[src/rtl/core/stmt_pkg.sv]
// Shared types and constants for the sequence tag match table.
// Used by stmt_ctrl, stmt_dp and sequence_tag_match_table; no dependencies.
`default_nettype none

package stmt_pkg;

    localparam int unsigned KEY_W    = 16;
    localparam int unsigned VAL_W    = 63;
    localparam int unsigned STATUS_W = 2;

    typedef logic [STATUS_W-1:0] status_t;

    localparam status_t ST_OK      = 2'd0;
    localparam status_t ST_FULL    = 2'd1;
    localparam status_t ST_MISSING = 2'd2;

    localparam logic OP_INSERT = 1'b0;
    localparam logic OP_TAKE   = 1'b1;

    // controller -> datapath
    typedef struct packed {
        logic    load_req;   // capture request fields
        logic    ram_rd;     // issue table read
        logic    rd_next;    // read slot idx+1 instead of idx
        logic    ram_wr;     // write table slot
        logic    wr_shift;   // write read data to slot idx (compaction)
        logic    clr_idx;
        logic    inc_idx;
        logic    cnt_inc;
        logic    cnt_dec;
        logic    hit_cap;    // keep value of matching entry
        logic    out_load;   // load result register
        logic    out_hit;    // result carries the captured value
        status_t out_status;
    } stmt_cmd_t;

    // datapath -> controller
    typedef struct packed {
        logic op;
        logic full;
        logic empty;
        logic key_match;
        logic idx_last;      // idx is the youngest valid slot
    } stmt_sts_t;

endpackage

`default_nettype wire

[src/rtl/core/stmt_ram.sv]
// Generic simple dual-port RAM: one write port, one read port, registered read.
// No dependencies.
`default_nettype none

module stmt_ram #(
    parameter int unsigned WIDTH = 8,
    parameter int unsigned DEPTH = 16,
    localparam int unsigned AW = (DEPTH > 1) ? $clog2(DEPTH) : 1
) (
    input  wire logic             aclk,
    input  wire logic             wr_en,
    input  wire logic [AW-1:0]    wr_addr,
    input  wire logic [WIDTH-1:0] wr_data,
    input  wire logic             rd_en,
    input  wire logic [AW-1:0]    rd_addr,
    output logic      [WIDTH-1:0] rd_data
);

    logic [WIDTH-1:0] mem [DEPTH];

    always_ff @(posedge aclk) begin
        if (wr_en) begin
            mem[wr_addr] <= wr_data;
        end
        if (rd_en) begin
            rd_data <= mem[rd_addr];
        end
    end

endmodule

`default_nettype wire

[src/rtl/core/stmt_dp.sv]
// Datapath: request capture, entry table (stmt_ram), fill count, scan index
// and result register. Depends on stmt_pkg and stmt_ram.
`default_nettype none

module stmt_dp
    import stmt_pkg::*;
#(
    parameter int unsigned TABLE_DEPTH = 16
) (
    input  wire logic             aclk,
    input  wire logic             aresetn,
    input  wire stmt_cmd_t        cmd,
    output stmt_sts_t             sts,
    input  wire logic             s_opcode,
    input  wire logic [KEY_W-1:0] s_seq_number,
    input  wire logic [VAL_W-1:0] s_value_in,
    output status_t               m_status,
    output logic      [VAL_W-1:0] m_value_out
);

    localparam int unsigned IDX_W = (TABLE_DEPTH > 1) ? $clog2(TABLE_DEPTH) : 1;
    localparam int unsigned CNT_W = $clog2(TABLE_DEPTH + 1);
    localparam int unsigned ENT_W = KEY_W + VAL_W;

    logic             op_reg;
    logic [KEY_W-1:0] key_reg;
    logic [VAL_W-1:0] val_reg;
    logic [CNT_W-1:0] cnt_reg;
    logic [IDX_W-1:0] idx_reg;
    logic [VAL_W-1:0] hit_val_reg;
    status_t          status_reg;
    logic [VAL_W-1:0] value_out_reg;

    logic [IDX_W-1:0] wr_addr;
    logic [ENT_W-1:0] wr_data;
    logic [IDX_W-1:0] rd_addr;
    logic [ENT_W-1:0] rd_data;

    assign wr_addr = cmd.wr_shift ? idx_reg : cnt_reg[IDX_W-1:0];
    assign wr_data = cmd.wr_shift ? rd_data : {key_reg, val_reg};
    assign rd_addr = cmd.rd_next ? (idx_reg + IDX_W'(1)) : idx_reg;

    stmt_ram #(
        .WIDTH (ENT_W),
        .DEPTH (TABLE_DEPTH)
    ) u_table (
        .aclk    (aclk),
        .wr_en   (cmd.ram_wr),
        .wr_addr (wr_addr),
        .wr_data (wr_data),
        .rd_en   (cmd.ram_rd),
        .rd_addr (rd_addr),
        .rd_data (rd_data)
    );

    always_comb begin
        sts.op        = op_reg;
        sts.full      = (cnt_reg == CNT_W'(TABLE_DEPTH));
        sts.empty     = (cnt_reg == '0);
        sts.key_match = (rd_data[VAL_W +: KEY_W] == key_reg);
        sts.idx_last  = ((CNT_W'(idx_reg) + CNT_W'(1)) == cnt_reg);
    end

    always_ff @(posedge aclk) begin
        if (!aresetn) begin
            cnt_reg <= '0;
        end else if (cmd.cnt_inc) begin
            cnt_reg <= cnt_reg + CNT_W'(1);
        end else if (cmd.cnt_dec) begin
            cnt_reg <= cnt_reg - CNT_W'(1);
        end
    end

    always_ff @(posedge aclk) begin
        if (cmd.load_req) begin
            op_reg  <= s_opcode;
            key_reg <= s_seq_number;
            val_reg <= s_value_in;
        end
        if (cmd.clr_idx) begin
            idx_reg <= '0;
        end else if (cmd.inc_idx) begin
            idx_reg <= idx_reg + IDX_W'(1);
        end
        if (cmd.hit_cap) begin
            hit_val_reg <= rd_data[VAL_W-1:0];
        end
        if (cmd.out_load) begin
            status_reg    <= cmd.out_status;
            value_out_reg <= cmd.out_hit ? hit_val_reg : '0;
        end
    end

    assign m_status    = status_reg;
    assign m_value_out = value_out_reg;

    a_cnt_bound: assert property (@(posedge aclk) disable iff (!aresetn)
        cnt_reg <= CNT_W'(TABLE_DEPTH))
        else $error("fill count above table depth");

    a_no_insert_full: assert property (@(posedge aclk) disable iff (!aresetn)
        cmd.cnt_inc |-> !sts.full && cmd.ram_wr && !cmd.wr_shift)
        else $error("append without a free slot");

    a_no_remove_empty: assert property (@(posedge aclk) disable iff (!aresetn)
        cmd.cnt_dec |-> !sts.empty && sts.idx_last)
        else $error("removal from empty table or before compaction ends");

endmodule

`default_nettype wire

[src/rtl/core/stmt_ctrl.sv]
// Controller: sequences insert, oldest-first search and compaction,
// and owns the request/result handshakes. Depends on stmt_pkg.
`default_nettype none

module stmt_ctrl
    import stmt_pkg::*;
(
    input  wire logic      aclk,
    input  wire logic      aresetn,
    input  wire logic      s_valid,
    output logic           s_ready,
    output logic           m_valid,
    input  wire logic      m_ready,
    input  wire stmt_sts_t sts,
    output stmt_cmd_t      cmd
);

    typedef enum logic [2:0] {
        S_IDLE,
        S_DECODE,
        S_SRCH_RD,
        S_SRCH_CMP,
        S_SHIFT_CHK,
        S_SHIFT_WR,
        S_RESULT
    } state_t;

    state_t  state_reg, state_next;
    logic    m_valid_reg, m_valid_next;
    status_t res_status_reg, res_status_next;
    logic    res_hit_reg, res_hit_next;
    logic    out_free;

    assign s_ready  = (state_reg == S_IDLE);
    assign m_valid  = m_valid_reg;
    assign out_free = !m_valid_reg || m_ready;

    always_comb begin
        state_next      = state_reg;
        res_status_next = res_status_reg;
        res_hit_next    = res_hit_reg;
        m_valid_next    = m_valid_reg && !m_ready;
        cmd             = '0;
        cmd.out_status  = res_status_reg;
        cmd.out_hit     = res_hit_reg;

        unique case (state_reg)
            S_IDLE: begin
                if (s_valid) begin
                    cmd.load_req = 1'b1;
                    state_next   = S_DECODE;
                end
            end
            S_DECODE: begin
                res_hit_next = 1'b0;
                if (sts.op == OP_INSERT) begin
                    if (sts.full) begin
                        res_status_next = ST_FULL;
                    end else begin
                        cmd.ram_wr      = 1'b1;
                        cmd.cnt_inc     = 1'b1;
                        res_status_next = ST_OK;
                    end
                    state_next = S_RESULT;
                end else if (sts.empty) begin
                    res_status_next = ST_MISSING;
                    state_next      = S_RESULT;
                end else begin
                    cmd.clr_idx = 1'b1;
                    state_next  = S_SRCH_RD;
                end
            end
            S_SRCH_RD: begin
                cmd.ram_rd = 1'b1;
                state_next = S_SRCH_CMP;
            end
            S_SRCH_CMP: begin
                if (sts.key_match) begin
                    cmd.hit_cap = 1'b1;
                    state_next  = S_SHIFT_CHK;
                end else if (sts.idx_last) begin
                    res_status_next = ST_MISSING;
                    state_next      = S_RESULT;
                end else begin
                    cmd.inc_idx = 1'b1;
                    state_next  = S_SRCH_RD;
                end
            end
            S_SHIFT_CHK: begin
                // idx holds the slot being filled from its younger neighbor
                if (sts.idx_last) begin
                    cmd.cnt_dec     = 1'b1;
                    res_status_next = ST_OK;
                    res_hit_next    = 1'b1;
                    state_next      = S_RESULT;
                end else begin
                    cmd.ram_rd  = 1'b1;
                    cmd.rd_next = 1'b1;
                    state_next  = S_SHIFT_WR;
                end
            end
            S_SHIFT_WR: begin
                cmd.ram_wr   = 1'b1;
                cmd.wr_shift = 1'b1;
                cmd.inc_idx  = 1'b1;
                state_next   = S_SHIFT_CHK;
            end
            S_RESULT: begin
                if (out_free) begin
                    cmd.out_load = 1'b1;
                    m_valid_next = 1'b1;
                    state_next   = S_IDLE;
                end
            end
            default: begin
                state_next = S_IDLE;
            end
        endcase
    end

    always_ff @(posedge aclk) begin
        if (!aresetn) begin
            state_reg      <= S_IDLE;
            m_valid_reg    <= 1'b0;
            res_status_reg <= ST_OK;
            res_hit_reg    <= 1'b0;
        end else begin
            state_reg      <= state_next;
            m_valid_reg    <= m_valid_next;
            res_status_reg <= res_status_next;
            res_hit_reg    <= res_hit_next;
        end
    end

    a_load_free: assert property (@(posedge aclk) disable iff (!aresetn)
        cmd.out_load |-> out_free)
        else $error("result register overwritten before it was taken");

    a_accept_decode: assert property (@(posedge aclk) disable iff (!aresetn)
        (s_valid && s_ready) |=> (state_reg == S_DECODE))
        else $error("accepted request not decoded");

    a_hit_result: assert property (@(posedge aclk) disable iff (!aresetn)
        cmd.out_load && cmd.out_hit |-> cmd.out_status == ST_OK)
        else $error("returned value with error status");

endmodule

`default_nettype wire

[src/rtl/core/sequence_tag_match_table.sv]
// Top level of the sequence tag match table: controller plus datapath.
// Depends on stmt_pkg, stmt_ctrl, stmt_dp (and stmt_ram through stmt_dp).
//
//   channel  | handshake           | payload
//   ---------+---------------------+----------------------------------------
//   request  | s_valid / s_ready   | s_opcode, s_seq_number, s_value_in
//   result   | m_valid / m_ready   | m_status, m_value_out
//
// Insert, full-table insert or take on an empty table: the request is decoded,
// then the result loads. Take: each slot scanned (every valid slot on a miss)
// is read, then compared; on a hit, each younger entry is shifted down by a
// read and a write. The next request is taken the cycle after the result loads.
// aresetn (synchronous) clears the fill count and control; no clearing pass.
// A finished result waits in its register while the next request is taken;
// a new result stalls only if the previous one is still held.
`default_nettype none

module sequence_tag_match_table
    import stmt_pkg::*;
#(
    parameter int unsigned TABLE_DEPTH = 16
) (
    input  wire logic             aclk,
    input  wire logic             aresetn,
    input  wire logic             s_valid,
    output logic                  s_ready,
    input  wire logic             s_opcode,
    input  wire logic [KEY_W-1:0] s_seq_number,
    input  wire logic [VAL_W-1:0] s_value_in,
    output logic                  m_valid,
    input  wire logic             m_ready,
    output logic [STATUS_W-1:0]   m_status,
    output logic      [VAL_W-1:0] m_value_out
);

    stmt_cmd_t cmd;
    stmt_sts_t sts;

    stmt_ctrl u_ctrl (
        .aclk    (aclk),
        .aresetn (aresetn),
        .s_valid (s_valid),
        .s_ready (s_ready),
        .m_valid (m_valid),
        .m_ready (m_ready),
        .sts     (sts),
        .cmd     (cmd)
    );

    stmt_dp #(
        .TABLE_DEPTH (TABLE_DEPTH)
    ) u_dp (
        .aclk         (aclk),
        .aresetn      (aresetn),
        .cmd          (cmd),
        .sts          (sts),
        .s_opcode     (s_opcode),
        .s_seq_number (s_seq_number),
        .s_value_in   (s_value_in),
        .m_status     (m_status),
        .m_value_out  (m_value_out)
    );

endmodule

`default_nettype wire
[config.mk]
export PLATFORM = sky130hd
export DESIGN_NAME = sequence_tag_match_table
export DESIGN_NICKNAME = d
export VERILOG_FILES = /design/src/rtl/core/stmt_pkg.sv /design/src/rtl/core/stmt_ram.sv /design/src/rtl/core/stmt_dp.sv /design/src/rtl/core/stmt_ctrl.sv /design/src/rtl/core/sequence_tag_match_table.sv
export SDC_FILE = /design/constraint.sdc
export NUM_CORES = 2
export LEC_CHECK = 0
export BUFFER_PORTS_ARGS = -buffer_cell sky130_fd_sc_hd__buf_4
export CORE_MARGIN = 8
export CORE_UTILIZATION = 55
export CTS_CLUSTER_DIAMETER = 60
export DETAILED_ROUTE_END_ITERATION = 10
export PLACE_DENSITY = 0.71
export RECOVER_POWER = 25
export SLEW_MARGIN = 10
export SYNTH_ARGS = -nofsm -noshare
export SYNTH_HDL_FRONTEND = slang
export SYNTH_SLANG_ARGS = --single-unit
[constraint.sdc]
create_clock -name aclk -period 9.25 [get_ports aclk]
set_input_delay 0.925 -clock aclk [delete_from_list [all_inputs] [get_ports aclk]]
set_output_delay 0.925 -clock aclk [all_outputs]
set_load 0.02 [all_outputs]
==> summary.md <==
| Metric | Value |
|---|---|
| Pwr dens | 334 mW/mm² |
| Layout cell share with drive strength beyond 1 | 16.8% |
| Setup_tns | 0 ns |
| Number of port buffers | 150 |
| Worst hold path class | primary input to register |
| CTS tree | yes |
| All-Layer GR Usage | 24.9% |
| Setup bufs post-CTS | 0 |
| Fin crit period | 7.41 ns |
| Max clock buf depth | 3 |
| Remaining antenna violation count | 0 |
| H-tree depth | 4 |
| Max reg flops | 1264 |
| Synth Instances | 4288 |
| Post-route core utilization | 61.1% |
| Vias in the first global route | 41747 |
| Avg Inst Size Synth | 16.3 µm² |
| Post-Route WL | 179000 µm |
| Ant. Diodes | 0 |
| Top Ports | 151 |
| Outcome | finished, violations left |
| Biggest regs | u_dp.u_table.mem (1264), u_dp.u_table.rd_data (79) |
| Seq/Total Area, Yosys | 67.0% |
| Req. time, crit path | 9.77 ns |
| Async SR Flop Fraction | 0% |
| Failing checks | max-capacitance violations, max-slew violations |
| Initial Util | 55.2% |
| Die Ht | 373 µm |
| CP Class | register to register |
| Most used DFF post-synth | edfxtp_1 |
| Sequence of cells on the critical path | ha_1 > buf_12 > buf_4 > and2_1 > nand2_8 > buf_4 > o221a_2 > o221a_1 > or4_1 |
| Number of DRC markers in iteration 0 | 5508 |
| Core area | 0.127 mm² |
| Worst Clk Skew | 0.0338 ns |
| Hold-fix buffers at CTS | 0 |
| Max Cap Viol | 8 |
| Pin count of the biggest net entering global routing | 163 |
| Post-cts gate resize count | 0 |
| Gr ovfl total | 0 |
| Final worst path period share | 80.1% |
| Setup WS post-layout | 1.84 ns |
| Post-DR vias/cell | 6.89 |
| RePlAce Congestion | 0.801 |
| First-pass GRT wire length | 265000 µm |
| DP Wirelength | 93600 µm |
| Post-synth EDFFs | 1551 |
| CTS buffer count | 162 |
| Layout Nets | 4416 |
| Drt pass-1 iters | 6 |
| Total power | 0.0259 W |
| Most frequent cell on the critical path | buf_4 |
| Routed length per placed instance | 29.3 µm |
| Critical Path Max Stage Delay | 2.28 ns |
| Post-route DRC | 0 |
| Sink Count | 1567 |
| Root Buffer | clkbuf_16 |
| Crit path launch type | register |
| Most flops, register | u_dp.u_table.mem |
| Static Leak | 25.7 nW |
| Slew Limit Fails | 289 |
| Place WS | 3.56 ns |
| Die area | 0.139 mm² |
| Layout Area Growth over Synthesis | 10.7% |
| Reg clk slew, reported paths | 0.06 ns |
| Fmax | 135 MHz |
| Worst-skew pair later-pin latency | 0.81 ns |
| Die width | 373 µm |
| Vias | 42195 |
| Syn. warnings | 0 |
| Max_slew headroom | -147% |
| Crit path DAT | 7.94 ns |
| Critical path's slowest cell | dfxtp_1 |
| Max IR drop VDD | 0.465 mV |
| Fillers | 9203 |
| Count of cell types in the netlist | 66 |
| Syn nets | 4377 |
| Initial antenna violation count | 1 |
| RSZ-0062 raised after global routing | no |
| Post-Syn Area | 0.0700 mm² |
| #FFs+latches synth | 1567 |
| Fin. Hold Viols | 0 |
| Final Setup Violations | 0 |
| CP Capture Type | register |
| Site Rows | 131 |
| Maximum fanout along the worst path | 123 |
| Least-Margin Pin Slew | 3.71 ns |
[final timing paths]
kind                                       from                                 end  slack, ns  depth (start not counted)
max                u_dp.idx_reg[1]$_SDFFE_PP0P_  u_dp.u_table.rd_data[43]$_DFFE_PP_       1.84                          9
min                              s_value_in[43]          u_dp.val_reg[43]$_DFFE_PP_       0.32                          1
max reg2reg        u_dp.idx_reg[1]$_SDFFE_PP0P_  u_dp.u_table.rd_data[43]$_DFFE_PP_       1.84                          9
min reg2reg  u_dp.u_table.rd_data[59]$_DFFE_PP_      u_dp.hit_val_reg[59]$_DFFE_PP_       0.48                          0
[cells in the final DEF, fill, tap and decap left out, types with 10 or more instances in the layout]
| master | count |
|---|---|
| bufinv_16 | 15 |
| buf_4 | 73 |
| dfxtp_1 | 15 |
| or4_1 | 12 |
| o2111ai_1 | 14 |
| o21ai_0 | 47 |
| and2_0 | 37 |
| clkbuf_16 | 163 |
| clkinv_1 | 39 |
| clkinv_2 | 26 |
| a221o_1 | 34 |
| buf_12 | 10 |
| or4b_1 | 12 |
| and2_1 | 33 |
| o22ai_1 | 270 |
| o221ai_1 | 148 |
| o221a_1 | 50 |
| o211ai_1 | 22 |
| nor4_1 | 29 |
| nor2b_1 | 12 |
| edfxtp_1 | 1551 |
| nor2_1 | 121 |
| o21ai_1 | 26 |
| mux4_2 | 208 |
| o22a_1 | 34 |
| nand2_1 | 251 |
| nor2_4 | 17 |
| o221a_2 | 106 |
| a21oi_1 | 18 |
| inv_6 | 11 |
| xor2_1 | 19 |
| clkbuf_4 | 80 |
| a2bb2oi_1 | 12 |
| nor3_1 | 14 |
| mux2i_1 | 700 |
| a311o_1 | 23 |
| clkbuf_1 | 101 |
[where the power goes]
group | internal [W] | leakage, nW | switching [W]
Sequential | 0.00917 | 14.1 | 0.000482
Clock | 0.00367 | 2.52 | 0.00273
Combinational | 0.00404 | 9.06 | 0.00578
[kinds of logic (layout without fill, tap and decap cells)]
kind of cell    Yosys count  in the layout  share of synthesized area, %
flops                  1567           1567                          67.0
fa+ha+maj                 5              5                         0.100
simple gates            572            572                          3.81
mux                     916            916                          16.8
xor+xnor                 26             26                         0.325
compound gates          834            834                          9.59
buf+inv                 368            539                          2.35
[metrics by stage]
step	std cells	cell area (µm²)	hold slack (ns)
floorplan	4288	70000	0.408
global placement	5825	72600	0.457
detailed placement	5825	72600	0.463
CTS	6121	77800	0.234
global route	6121	77500	0.280
finish	6121	77500	0.323
[Yosys cell counts (14+ instances only)]
master	count	area (µm²)
edfxtp_1	1551	46600
mux2i_1	700	7010
o22ai_1	270	1690
nand2_1	251	942
mux4_2	208	4680
clkbuf_1	192	721
o221ai_1	148	1300
nor2_1	137	514
buf_2	114	571
o221a_2	106	1190
and2_1	71	444
o221a_1	50	563
o21ai_0	47	235
a221o_1	34	340
o22a_1	34	298
nor4_1	29	181
o21ai_1	28	140
buf_1	26	97.6
a311o_1	23	230
o211ai_1	22	165
buf_4	20	150
a21oi_1	19	95.1
xor2_1	19	166
dfxtp_1	16	320
nor3_1	14	70.1
o2111ai_1	14	123
[critical path: cells and delay by family, from the launching register on]
family / cells / cell delay (ns)
AOI/OAI and AO/OA: 2 / 0.56
adders and majority gates: 1 / 0.41
buffers and inverters: 3 / 1.90
DFF: 1 / 2.28
and+or+nand+nor: 3 / 1.45
[cell type report]
class                           instances  area [µm²]  area share, %
Clock inverter                        104         977           1.26
Tap cell                             1662        2080           2.68
Clock buffer                          192        4190           5.40
Timing Repair Buffer                  235        1620           2.09
Multi-Input combinational cell       2353       21700           28.0
Inverter                                8        37.5         0.0484
Sequential cell                      1567       46900           60.5
[metal layers]
metal / up-vias / track usage (%) / routed length, µm
met4: 2 / 8.51 / 5700
met1: 21728 / 35.1 / 73200
met2: 2216 / 39.7 / 84600
met5: - / 0 / 9
li1: 17879 / - / -
met3: 370 / 4.33 / 15900
No activity file was read; power rests on OpenSTA's default activity.
